## src/design/u8g_pkg.sv

```systemverilog
// u8g_pkg: shared types and constants for the utf-8 to glyph decoder
// no dependencies; imported by u8g_ctrl, u8g_dp and utf8_decode_to_glyph
package u8g_pkg;

  localparam int unsigned CountWidthDef = 32;
  localparam int unsigned TdataOutWidth = 128;

  localparam logic OpData  = 1'b0;
  localparam logic OpFlush = 1'b1;

  localparam logic [20:0] ReplCp    = 21'h00FFFD;
  localparam logic [20:0] MaxScalar = 21'h10FFFF;
  localparam logic [20:0] SurLo     = 21'h00D800;
  localparam logic [20:0] SurHi     = 21'h00DFFF;
  localparam logic [20:0] NonCharFe = 21'h00FFFE;
  localparam logic [20:0] NonCharFf = 21'h00FFFF;
  localparam logic [20:0] Min2Byte  = 21'h000080;
  localparam logic [20:0] Min3Byte  = 21'h000800;
  localparam logic [20:0] Min4Byte  = 21'h010000;

  typedef struct packed {
    logic take;
    logic load;
  } u8g_cmd_t;

  typedef struct packed {
    logic plan_any;
    logic pend_any;
  } u8g_sts_t;

endpackage

```

## src/design/u8g_ctrl.sv

```systemverilog
// u8g_ctrl: controller state machine for the utf-8 to glyph decoder
// depends on u8g_pkg; drives u8g_dp through command and status structs
module u8g_ctrl import u8g_pkg::*; (
  input  logic     clk_i,
  input  logic     rst_ni,
  input  logic     in_valid_i,
  output logic     in_ready_o,
  output logic     out_valid_o,
  input  logic     out_ready_i,
  input  u8g_sts_t sts_i,
  output u8g_cmd_t cmd_o
);

  typedef enum logic [2:0] {
    StIdle = 3'b001,
    StLoad = 3'b010,
    StShow = 3'b100
  } u8g_state_e;

  u8g_state_e state_q, state_d;

  always_comb begin
    state_d     = state_q;
    cmd_o       = '0;
    in_ready_o  = 1'b0;
    out_valid_o = 1'b0;
    case (state_q)
      StIdle: begin
        in_ready_o = 1'b1;
        if (in_valid_i) begin
          cmd_o.take = 1'b1;
          if (sts_i.plan_any) state_d = StLoad;
        end
      end
      StLoad: begin
        cmd_o.load = 1'b1;
        state_d    = StShow;
      end
      StShow: begin
        out_valid_o = 1'b1;
        if (out_ready_i) begin
          if (sts_i.pend_any) begin
            cmd_o.load = 1'b1;
          end else begin
            state_d = StIdle;
          end
        end
      end
      default: state_d = StIdle;
    endcase
  end

  always_ff @(posedge clk_i or negedge rst_ni) begin
    if (!rst_ni) begin
      state_q <= StIdle;
    end else begin
      state_q <= state_d;
    end
  end

  a_no_overlap: assert property (@(posedge clk_i) disable iff (!rst_ni)
    !(in_ready_o && out_valid_o)) else $error("input and output sides active together");
  a_take_to_load: assert property (@(posedge clk_i) disable iff (!rst_ni)
    cmd_o.take && sts_i.plan_any |=> state_q == StLoad)
    else $error("item with results did not start loading");
  a_load_shows: assert property (@(posedge clk_i) disable iff (!rst_ni)
    cmd_o.load |=> out_valid_o) else $error("loaded result not shown");

endmodule

```

## src/design/u8g_dp.sv

```systemverilog
// u8g_dp: datapath of the utf-8 to glyph decoder: sequence buffer, result plan,
// saturating totals and output register; depends on u8g_pkg
module u8g_dp import u8g_pkg::*; #(
  parameter int unsigned COUNT_WIDTH = CountWidthDef
) (
  input  logic        clk_i,
  input  logic        rst_ni,
  input  u8g_cmd_t    cmd_i,
  output u8g_sts_t    sts_o,
  input  logic        op_i,
  input  logic [7:0]  data_byte_i,
  output logic [20:0] code_point_o,
  output logic        well_formed_o,
  output logic [7:0]  glyph_code_o,
  output logic        glyph_fallback_o,
  output logic        last_of_run_o,
  output logic [31:0] decoded_total_o,
  output logic [31:0] invalid_total_o,
  output logic [31:0] replacement_total_o
);

  function automatic logic [7:0] glyph_of(input logic [20:0] cp);
    logic [7:0] g;
    g = 8'h00;
    if (cp < 21'h80) begin
      g = cp[7:0];
    end else begin
      case (cp)
        21'h0000E4: g = 8'h84;
        21'h0000F6: g = 8'h94;
        21'h0000FC: g = 8'h81;
        21'h0000C4: g = 8'h8E;
        21'h0000D6: g = 8'h99;
        21'h0000DC: g = 8'h9A;
        21'h0000DF: g = 8'hE1;
        default:    g = 8'h00;
      endcase
    end
    return g;
  endfunction

  // sequence buffer
  logic [7:0]  b0_q, b1_q, b2_q;
  logic [1:0]  cnt_q, cnt_d;
  logic [2:0]  exp_q, exp_d;
  logic        wr_b0, wr_b1, wr_b2;

  // result plan of the current item
  logic [2:0]  rep_q, rep_d;
  logic        tail_q, tail_d;
  logic [20:0] tail_cp_q, tail_cp_d;
  logic        tail_ok_q, tail_ok_d;

  logic [COUNT_WIDTH-1:0] dec_q, inv_q, repl_q;
  logic [COUNT_WIDTH-1:0] dec_d, inv_d, repl_d;
  logic [63:0] dec_x, inv_x, repl_x;

  logic        busy, is_cont, take_lead;
  logic [20:0] cp2, cp3, cp4, fin_cp;
  logic        fin_ok;
  logic [20:0] res_cp;
  logic        res_ok, res_last;

  assign busy = (exp_q >= 3'd2) && (exp_q <= 3'd4) && (cnt_q != 2'd0) &&
                ({1'b0, cnt_q} < exp_q);
  assign is_cont = (data_byte_i[7:6] == 2'b10);

  assign cp2 = {10'd0, b0_q[4:0], data_byte_i[5:0]};
  assign cp3 = {5'd0, b0_q[3:0], b1_q[5:0], data_byte_i[5:0]};
  assign cp4 = {b0_q[2:0], b1_q[5:0], b2_q[5:0], data_byte_i[5:0]};

  always_comb begin
    case (exp_q)
      3'd2: begin
        fin_cp = cp2;
        fin_ok = cp2 >= Min2Byte;
      end
      3'd3: begin
        fin_cp = cp3;
        fin_ok = (cp3 >= Min3Byte) && !((cp3 >= SurLo) && (cp3 <= SurHi)) &&
                 (cp3 != NonCharFe) && (cp3 != NonCharFf);
      end
      default: begin
        fin_cp = cp4;
        fin_ok = (cp4 >= Min4Byte) && (cp4 <= MaxScalar);
      end
    endcase
  end

  always_comb begin
    rep_d     = 3'd0;
    tail_d    = 1'b0;
    tail_cp_d = {13'd0, data_byte_i};
    tail_ok_d = 1'b1;
    cnt_d     = cnt_q;
    exp_d     = exp_q;
    wr_b0     = 1'b0;
    wr_b1     = 1'b0;
    wr_b2     = 1'b0;
    take_lead = 1'b0;
    if (!busy) begin
      cnt_d = 2'd0;
      exp_d = 3'd0;
    end
    if (op_i == OpFlush) begin
      if (busy) rep_d = {1'b0, cnt_q};
      cnt_d = 2'd0;
      exp_d = 3'd0;
    end else if (!busy) begin
      take_lead = 1'b1;
    end else if (is_cont) begin
      if ({1'b0, cnt_q} + 3'd1 == exp_q) begin
        if (fin_ok) begin
          tail_d    = 1'b1;
          tail_cp_d = fin_cp;
        end else begin
          rep_d = exp_q;
        end
        cnt_d = 2'd0;
        exp_d = 3'd0;
      end else begin
        wr_b1 = (cnt_q == 2'd1);
        wr_b2 = (cnt_q == 2'd2);
        cnt_d = cnt_q + 2'd1;
      end
    end else begin
      rep_d     = {1'b0, cnt_q};
      cnt_d     = 2'd0;
      exp_d     = 3'd0;
      take_lead = 1'b1;
    end
    if (take_lead) begin
      if (!data_byte_i[7]) begin
        tail_d = 1'b1;
      end else if (data_byte_i[7:5] == 3'b110) begin
        wr_b0 = 1'b1;
        cnt_d = 2'd1;
        exp_d = 3'd2;
      end else if (data_byte_i[7:4] == 4'b1110) begin
        wr_b0 = 1'b1;
        cnt_d = 2'd1;
        exp_d = 3'd3;
      end else if (data_byte_i[7:3] == 5'b11110) begin
        wr_b0 = 1'b1;
        cnt_d = 2'd1;
        exp_d = 3'd4;
      end else begin
        tail_d    = 1'b1;
        tail_cp_d = ReplCp;
        tail_ok_d = 1'b0;
      end
    end
  end

  assign sts_o.plan_any = (rep_d != 3'd0) || tail_d;
  assign sts_o.pend_any = (rep_q != 3'd0) || tail_q;

  // next result from the plan: replacements first, then the tail
  assign res_cp   = (rep_q != 3'd0) ? ReplCp : tail_cp_q;
  assign res_ok   = (rep_q != 3'd0) ? 1'b0 : tail_ok_q;
  assign res_last = (rep_q != 3'd0) ? ((rep_q == 3'd1) && !tail_q) : 1'b1;

  assign dec_d  = (dec_q == '1) ? dec_q : dec_q + 1'b1;
  assign inv_d  = (res_ok || inv_q == '1) ? inv_q : inv_q + 1'b1;
  assign repl_d = (res_cp != ReplCp || repl_q == '1) ? repl_q : repl_q + 1'b1;
  assign dec_x  = 64'(dec_d);
  assign inv_x  = 64'(inv_d);
  assign repl_x = 64'(repl_d);

  always_ff @(posedge clk_i or negedge rst_ni) begin
    if (!rst_ni) begin
      cnt_q  <= 2'd0;
      exp_q  <= 3'd0;
      rep_q  <= 3'd0;
      tail_q <= 1'b0;
      dec_q  <= '0;
      inv_q  <= '0;
      repl_q <= '0;
    end else begin
      if (cmd_i.take) begin
        cnt_q  <= cnt_d;
        exp_q  <= exp_d;
        rep_q  <= rep_d;
        tail_q <= tail_d;
      end else if (cmd_i.load) begin
        if (rep_q != 3'd0) begin
          rep_q <= rep_q - 3'd1;
        end else begin
          tail_q <= 1'b0;
        end
        dec_q  <= dec_d;
        inv_q  <= inv_d;
        repl_q <= repl_d;
      end
    end
  end

  always_ff @(posedge clk_i) begin
    if (cmd_i.take) begin
      tail_cp_q <= tail_cp_d;
      tail_ok_q <= tail_ok_d;
      if (wr_b0) b0_q <= data_byte_i;
      if (wr_b1) b1_q <= data_byte_i;
      if (wr_b2) b2_q <= data_byte_i;
    end
    if (cmd_i.load) begin
      code_point_o        <= res_cp;
      well_formed_o       <= res_ok;
      glyph_code_o        <= glyph_of(res_cp);
      glyph_fallback_o    <= (glyph_of(res_cp) == 8'h00);
      last_of_run_o       <= res_last;
      decoded_total_o     <= dec_x[31:0];
      invalid_total_o     <= inv_x[31:0];
      replacement_total_o <= repl_x[31:0];
    end
  end

  a_plan_bound: assert property (@(posedge clk_i) disable iff (!rst_ni)
    rep_q <= 3'd4) else $error("more than four replacements planned");
  a_buf_consistent: assert property (@(posedge clk_i) disable iff (!rst_ni)
    cnt_q == 2'd0 || {1'b0, cnt_q} < exp_q) else $error("buffer count beyond length");
  a_last_drains: assert property (@(posedge clk_i) disable iff (!rst_ni)
    cmd_i.load && res_last |=> !sts_o.pend_any) else $error("results left after last");

endmodule

```

## src/design/utf8_decode_to_glyph.sv

```systemverilog
// sequencing: an item is taken in the idle state; one that yields results passes through the
// load state to the show state, where its first result is shown, and each further result is
// loaded when the shown one is taken and appears in the next cycle; no new item is taken until
// the controller has sequenced the one output register through the whole result plan
// reset: buffer count, result plan and the saturating totals clear; no clearing pass
// utf8_decode_to_glyph: top level; depends on u8g_pkg, u8g_ctrl and u8g_dp
module utf8_decode_to_glyph import u8g_pkg::*; #(
  parameter int unsigned COUNT_WIDTH = CountWidthDef
) (
  input  logic                     clk_i,
  input  logic                     rst_ni,
  input  logic                     s_axis_tvalid_i,
  output logic                     s_axis_tready_o,
  input  logic [7:0]               s_axis_tdata_i,   // data_byte
  input  logic                     s_axis_tuser_i,   // op
  output logic                     m_axis_tvalid_o,
  input  logic                     m_axis_tready_i,
  // code_point, glyph_code, decoded_total, invalid_total, replacement_total, zero pad
  output logic [TdataOutWidth-1:0] m_axis_tdata_o,
  output logic [1:0]               m_axis_tuser_o,   // well_formed, glyph_fallback
  output logic                     m_axis_tlast_o
);

  u8g_cmd_t    cmd;
  u8g_sts_t    sts;
  logic [20:0] code_point;
  logic        well_formed;
  logic [7:0]  glyph_code;
  logic        glyph_fallback;
  logic [31:0] decoded_total, invalid_total, replacement_total;

  u8g_ctrl u_ctrl (
    .clk_i       (clk_i),
    .rst_ni      (rst_ni),
    .in_valid_i  (s_axis_tvalid_i),
    .in_ready_o  (s_axis_tready_o),
    .out_valid_o (m_axis_tvalid_o),
    .out_ready_i (m_axis_tready_i),
    .sts_i       (sts),
    .cmd_o       (cmd)
  );

  u8g_dp #(
    .COUNT_WIDTH (COUNT_WIDTH)
  ) u_dp (
    .clk_i               (clk_i),
    .rst_ni              (rst_ni),
    .cmd_i               (cmd),
    .sts_o               (sts),
    .op_i                (s_axis_tuser_i),
    .data_byte_i         (s_axis_tdata_i),
    .code_point_o        (code_point),
    .well_formed_o       (well_formed),
    .glyph_code_o        (glyph_code),
    .glyph_fallback_o    (glyph_fallback),
    .last_of_run_o       (m_axis_tlast_o),
    .decoded_total_o     (decoded_total),
    .invalid_total_o     (invalid_total),
    .replacement_total_o (replacement_total)
  );

  assign m_axis_tdata_o = {3'd0, replacement_total, invalid_total, decoded_total,
                           glyph_code, code_point};
  assign m_axis_tuser_o = {glyph_fallback, well_formed};

endmodule

```

## config.mk

```make
export PLATFORM = sky130hd
export DESIGN_NAME = utf8_decode_to_glyph
export DESIGN_NICKNAME = d
export VERILOG_FILES = /design/src/design/u8g_pkg.sv /design/src/design/u8g_ctrl.sv /design/src/design/u8g_dp.sv /design/src/design/utf8_decode_to_glyph.sv
export SDC_FILE = /design/constraint.sdc
export NUM_CORES = 1
export LEC_CHECK = 0
export BUFFER_PORTS_ARGS = -buffer_cell sky130_fd_sc_hd__buf_2
export CORE_AREA = 8 8 202 204
export DETAILED_ROUTE_END_ITERATION = 8
export DIE_AREA = 0 0 210 212
export PLACE_DENSITY_LB_ADDON = 0.12
export SETUP_SLACK_MARGIN = 0.05
export SLEW_MARGIN = 0
export SYNTH_ARGS = -nofsm -noshare
export SYNTH_HDL_FRONTEND = slang
export SYNTH_HIERARCHICAL = 1
export SYNTH_SLANG_ARGS = --single-unit
```

## constraint.sdc

```tcl
create_clock -name clk_i -period 20.3 [get_ports clk_i]
set_clock_uncertainty 0.1 [all_clocks]
set_input_delay 2.03 -clock clk_i [delete_from_list [all_inputs] [get_ports clk_i]]
set_output_delay 2.03 -clock clk_i [all_outputs]
set_load 0.02 [all_outputs]
```

==> results of run 1 <==
[worst register-to-register path, delay by kind of cell (launching register included)]
family	cells	cell delay, ns
AO/OA/AOI/OAI	2	1.12
XOR/XNOR	1	0.14
adder cells (fa/ha/maj)	1	0.28
buffers and inverters	2	0.43
flip-flops	1	0.38
AND/OR/NAND/NOR	6	1.37
[cells in the mapped netlist, drive strengths merged, types with 6 or more instances]
library cell  count  area (sq um)
o21ai            15          75.1
nor2b             8          57.6
ha               12           150
nand3            63           335
and4             12           108
clkbuf           34           128
or4               6          57.6
nor2             98           368
xnor2           106           928
nand4            41           278
nor3b             8          60.1
buf              15           113
inv              25          93.8
nand2           106           403
nand2b           21           131
nor3             41           210
edfxtp          167          5010
and3             25           156
nor4             15           100
a21oi            21           109
xor2             85           744
dfrtp           107          2680
and2             20           128
[sequential cells by signal, summed over array words and instances, names as in the netlist]
signal / flops
u_ctrl/state_q: 3
u_dp/b0_q: 5
u_dp/b1_q: 6
u_dp/b2_q: 6
u_dp/cnt_q: 2
u_dp/code_point_o: 21
u_dp/dec_q: 32
u_dp/decoded_total_o: 32
u_dp/exp_q: 3
u_dp/glyph_code_o: 8
u_dp/glyph_fallback_o: 1
u_dp/inv_q: 32
u_dp/invalid_total_o: 32
u_dp/last_of_run_o: 1
u_dp/rep_q: 3
u_dp/repl_q: 32
u_dp/replacement_total_o: 32
u_dp/tail_cp_q: 21
u_dp/tail_ok_q: 1
u_dp/tail_q: 1
u_dp/well_formed_o: 1
[report_power, final]
| group | total (mW) | internal (mW) | switching, mW | leakage (nW) |
|---|---|---|---|---|
| clock | 0.541 | 0.318 | 0.223 | 0.483 |
| combinational | 0.118 | 0.0394 | 0.0781 | 2.37 |
| sequential | 0.641 | 0.620 | 0.0211 | 2.82 |
[metal layers]
| layer | share of wire, % | wire length, um |
|---|---|---|
| met4 | 1.8 | 552 |
| met5 | 0 | 0 |
| met2 | 47 | 14500 |
| met1 | 47 | 14400 |
| met3 | 4.4 | 1350 |
[stage by stage]
stage,hold WS (ns),setup slack (ns),util (%),area [sq um]
after floorplan,0.374,9.48,-,13000
after global placement,0.395,15.26,37.4,14200
after detailed placement,0.401,15.22,37.4,14200
after CTS,0.413,15.82,40.0,15200
after global routing,0.434,15.64,40.0,15200
final,0.411,15.91,40.0,15200
[layout make-up]
cell class              instances  area, sq um  share of cell area, %
flip-flops and latches        275         7720                   50.9
clock inverters                 8         66.3                  0.437
inverters                      25         93.8                  0.618
repair buffers                151          781                   5.14
multi-input cells             767         4960                   32.7
well taps                     518          648                   4.27
clock buffers                  49          913                   6.02
[logic make-up after synthesis]
group	synth area share [%]
XOR/XNOR	12.9
adder cells (fa/ha/maj)	1.16
flip-flops	59.5
other	0.0289
multiplexers	0.646
buffers and inverters	2.57
AND/OR/NAND/NOR	19.8
AO/OA/AOI/OAI	3.42
[worst max path at each step]
stage                               start                         end  cells past startpoint
final                     m_axis_tready_i  u_dp/dec_q[10]$_DFFE_PN0P_                      9
after global routing      m_axis_tready_i  u_dp/dec_q[10]$_DFFE_PN0P_                      9
after CTS                 m_axis_tready_i  u_dp/dec_q[10]$_DFFE_PN0P_                      9
after detailed placement  m_axis_tready_i  u_dp/dec_q[10]$_DFFE_PN0P_                      9
after global placement    m_axis_tready_i  u_dp/dec_q[10]$_DFFE_PN0P_                      9
after floorplan           m_axis_tready_i  u_dp/dec_q[10]$_DFFE_PN0P_                      7
==> flow_summary_export.csv, run 1 <==
group,metric,value,unit
clock_tree,postCtsResizedCells,0,
timing,period_share,21.6,%
cells_and_area,layout_commonest_cell,"edfxtp_1",
synth,async_flop_share,39.3,%
place,dp_hpwl,21.7,mm
hold_path,whs_path_depth,1,
hold_path,hold_path.class,"flop to flop",
floorplan,row_count,72,
synth,netlist_area,13000,sq um
route,via_count,8482,
floorplan,die_area,44500,sq um
worst_setup_path,critical_path.max_stage_delay,0.60,ns
floorplan,io_pins,146,
synth,syn_inst,1114,
global_route,grt_max_degree,66,
route,drtIter0Drc,450,
clock_tree,post-cts-setup-buffers,0,
worst_setup_path,criticalPathCategory,"input port to flop",
place,port_buffers,142,
route,drc,0,
hold_path,whs_endpoint,"u_dp/dec_q[28]$_DFFE_PN0P_",
timing,hold_violations,0,
cells_and_area,diodes,0,
global_route,met1_usage,18.4,%
hold_path,min_from,"u_dp/dec_q[28]$_DFFE_PN0P_",
power,p_leak,5.67,nW
worst_setup_path,start_kind,"input port",
route,firstDrtPassIters,5,
global_route,grt_usage,13.7,%
worst_setup_path,rrSetupSlack,16.36,ns
worst_setup_path,worstPathMaxFanout,21,
synth,yosys_warnings,6,
synth,synth_edf_count,167,
timing,setup-tns-final,0,ns
route,vias_per_cell,4.73,
global_route,grt-ovfl-total,0,
worst_setup_path,required,20.64,ns
worst_setup_path,critPathMostFrequentCell,"nand3_1",
floorplan,fp.dieH,212,um
worst_setup_path,cp.arrival,4.74,ns
timing,slew_headroom,29.1,%
timing,setup_viol_count_final,0,
synth,ys_seq_elements,275,
flow_run,cap_violations,0,
floorplan,core,37900,sq um
worst_setup_path,end_kind,"flop",
power,vdd_drop_max,71.5,uV
worst_setup_path,reg2reg_depth,12,
timing,fmax,228,MHz
cells_and_area,syn_to_final_growth,17.0,%
place,place_inst,1736,
worst_setup_path,reg2reg_to,"u_dp/dec_q[10]$_DFFE_PN0P_",
worst_setup_path,cp_cell_sequence,"buf_2, nand3_1, a21oi_4, nand2_1, buf_4, a41oi_1, and2_1, nand3_1, xnor2_1",
route,ant_nets,0,
clock_tree,cts.sinks,275,
global_route,first_global_vias,8763,
synth,synth-seq-area-share,59.5,%
worst_setup_path,critPathTopFamily,"compound AO/OA/AOI/OAI gates",
cells_and_area,fin_nets,1276,
clock_tree,cts_hold_buf,0,
route,routedWlPerCell,17.2,um
floorplan,start_util,34.2,%
cells_and_area,layout.cells.non_filler,1793,
timing,max_slew.worst_pin.slew,1.06,ns
cells_and_area,layout_common_cells,"167 x edfxtp_1, 141 x buf_2, 107 x dfrtp_1",
global_route,grt_most_used_layer,"met2",
power,finalPower,1.30,mW
power,power.density,85.6,nW/um^2
cells_and_area,drive_gt1_share,18.0,%
route,routed_wl,30.8,mm
worst_setup_path,cpMaxStageDelayCell,"a21oi_4",
timing,rsz0062_at_grt,"false",
timing,min_period,4.39,ns
clock_tree,cts_buffer_depth,3,
global_route,gr-usage-met3,2.49,%
global_route,antenna_found_initial,0,
clock_tree,clkLatencyLatePin,0.56,ns
timing,slew_violations,0,
clock_tree,htree_num_levels,1,
global_route,grt_pass1_wl,49.6,mm
clock_tree,root_buffer,"clkbuf_16",
clock_tree,cts_made_buffers,31,
run_status,outcome,"finished clean",
place,place.gp.congestion,0.818,
clock_tree,path_clk_slew,0.06,ns
synth,yosysUniqueCellTypes,71,
floorplan,die_w,210,um
worst_setup_path,rr_startpoint,"u_dp/rep_q[0]$_DFFE_PN0P_",
synth,synth_area_per_cell,11.6,sq um
global_route,grt_util_met2,22.8,%
worst_setup_path,cp_num_buf_inv,2,
clock_tree,cts_tree,"done",
synth,synth_ff_type,"edfxtp_1",
cells_and_area,n_fill_cell,3723,
No activity file was read; power rests on OpenSTA's default activity.
==> run 2: changes to the inputs <==
clock period = 3.8 ns   (was 20.3 ns; I/O delays follow)
==> run 2 against run 1 <==
Flip-flop and latch count is the same; worst setup slack lost 15 ns; die area is the same; worst hold slack lost 0.33 ns; via count grew 2.6%; clock power grew to 5.9 times the previous value; highest routed layer is now met5.
==> flow_summary_export.csv, run 2 (synthesized netlist as in run 1, its figures left out) <==
group,metric,value,unit
power,swShare,24.0,%
clock_tree,root_buffer,"clkbuf_16",
worst_setup_path,cp_num_buf_inv,1,
global_route,antenna_found_initial,1,
place,dp_hpwl,21.6,mm
route,routedWlPerCell,17.1,um
clock_tree,htree_num_levels,2,
worst_setup_path,criticalPathCategory,"flop to flop",
route,ant_nets,0,
route,drc,0,
worst_setup_path,cp.arrival,3.38,ns
cells_and_area,layout_common_cells,"167 x edfxtp_1, 141 x buf_2, 107 x dfrtp_1",
timing,max_slew.worst_pin.slew,0.994,ns
route,vias_per_cell,4.80,
route,routed_wl,31.0,mm
worst_setup_path,cp_cell_sequence,"inv_1, ha_1, xor2_1, or3_1, or4b_1, a21boi_0, o2111ai_1, nand4b_1, a21oi_1, a21oi_2",
floorplan,row_count,72,
cells_and_area,drive_gt1_share,19.7,%
floorplan,io_pins,146,
clock_tree,clkLatencyLatePin,0.52,ns
worst_setup_path,cp.depth,10,
timing,min_period,3.04,ns
flow_run,cap_violations,0,
power,power_frac_clock,44.1,%
worst_setup_path,cpMaxStageDelayCell,"or4b_1",
clock_tree,cts_tree,"done",
clock_tree,cts_buffer_depth,3,
worst_setup_path,crit_start,"u_dp/cnt_q[0]$_DFFE_PN0P_",
timing,setup_viol_count_final,0,
global_route,grt_max_degree,132,
floorplan,die_area,44500,sq um
place,port_buffers,142,
route,via_count,8703,
timing,hold_violations,0,
timing,setup-tns-final,0,ns
worst_setup_path,critPathTopFamily,"simple AND/OR/NAND/NOR gates",
place,post_dp_cell_area,14400,sq um
clock_tree,path_clk_slew,0.05,ns
worst_setup_path,end_kind,"flop",
power,power.density,466,nW/um^2
power,combPwrFrac,8.7,%
global_route,grt_pass1_wl,49.8,mm
floorplan,die_w,210,um
cells_and_area,multi_input_area,5050,sq um
route,drtIter0Drc,489,
place,place.gp.congestion,0.832,
cells_and_area,n_fill_cell,3628,
clock_tree,cts_made_buffers,34,
global_route,first_global_vias,8755,
timing,fmax,329,MHz
clock_tree,cts.sinks,275,
power,power_frac_seq,47.2,%
hold_path,whs_path_depth,3,
timing,slew_violations,0,
power,p_sw,1.74,mW
worst_setup_path,reg2reg_depth,10,
timing,slew_headroom,33.2,%
cells_and_area,final_area,15500,sq um
timing,rsz0062_at_grt,"false",
run_status,outcome,"finished clean",
global_route,grt_usage,14.0,%
cells_and_area,syn_to_final_growth,19.8,%
hold_path,min_from,"m_axis_tready_i",
power,vdd_drop_max,264,uV
cells_and_area,regArea,7720,sq um
floorplan,core,37900,sq um
worst_setup_path,worstPathMaxFanout,15,
cells_and_area,layout_commonest_cell,"edfxtp_1",
floorplan,start_util,34.2,%
clock_tree,postCtsResizedCells,0,
global_route,grt-ovfl-total,0,
cells_and_area,diodes,0,
power,p_leak,5.83,nW
worst_setup_path,start_kind,"flop",
route,firstDrtPassIters,4,
cells_and_area,fin_nets,1294,
worst_setup_path,rr_startpoint,"u_dp/cnt_q[0]$_DFFE_PN0P_",
floorplan,fp.dieH,212,um
timing,period_share,79.9,%
power,p_int,5.51,mW
hold_path,hold_path.class,"input port to flop",
worst_setup_path,required,4.15,ns
worst_setup_path,critical_path.max_stage_delay,0.71,ns
run 2: layer usage:
metal  GRT usage, %  vias to the layer above  share of wire, %
li1               -                     4252                 -
met1           18.8                     4236                47
met2           22.0                      163                46
met3           3.01                       50               4.4
met4           5.13                        2               2.5
met5              0                        -             0.026
run 2: repair_timing:
item                                   in CTS  in global routing
endpoints found under the hold margin      63                  0
buffers inserted                            0                  0
hold buffers                                7                  0
run 2: final timing paths:
path / to / slack [ns]
worst max-delay path: u_ctrl/state_q[0]$_DFFE_PN1P_ / 0.76
worst min register to register: u_dp/dec_q[21]$_DFFE_PN0P_ / 0.41
worst max register to register: u_ctrl/state_q[0]$_DFFE_PN1P_ / 0.76
max in group asynchronous: u_dp/dec_q[14]$_DFFE_PN0P_ / 2.30
worst min-delay path: u_ctrl/state_q[0]$_DFFE_PN1P_ / 0.09
min in group asynchronous: u_dp/repl_q[12]$_DFFE_PN0P_ / 0.36
run 2: worst register-to-register path, cell delays in order (launching register included):
cell	delay, ns
dfrtp_1	0.42
inv_1	0.11
ha_1	0.33
xor2_1	0.16
or3_1	0.41
or4b_1	0.71
a21boi_0	0.25
o2111ai_1	0.14
nand4b_1	0.12
a21oi_1	0.18
a21oi_2	0.04
run 2: metrics by stage:
step	utilization, %	hold slack, ns	std cells	setup slack (ns)	total power [mW]
finish	41.0	0.0851	1813	0.762	7.25
global route	41.0	0.0681	1813	0.505	7.59
CTS	41.0	0.0493	1813	0.748	7.40
detailed placement	37.9	0.379	1744	0.769	4.12
global placement	37.9	0.380	1744	0.855	4.12
floorplan	-	-0.0156	1116	-1.29	3.91
run 2: final cells by class:
class	instances	share of cell area, %
inverters	25	0.604
clock buffers	52	6.51
multi-input cells	767	32.5
well taps	518	4.17
repair buffers	166	5.94
clock inverters	10	0.668
flip-flops and latches	275	49.6
run 2: power groups by stage:
stage / Sequential, mW / Clock (mW) / Combinational (mW)
2_1_floorplan: 3.48 / 0 / 0.431
3_3_place_gp: 3.47 / 0 / 0.644
3_5_place_dp: 3.48 / 0 / 0.639
4_1_cts: 3.42 / 3.33 / 0.650
5_1_grt: 3.43 / 3.43 / 0.724
6_report: 3.42 / 3.20 / 0.634
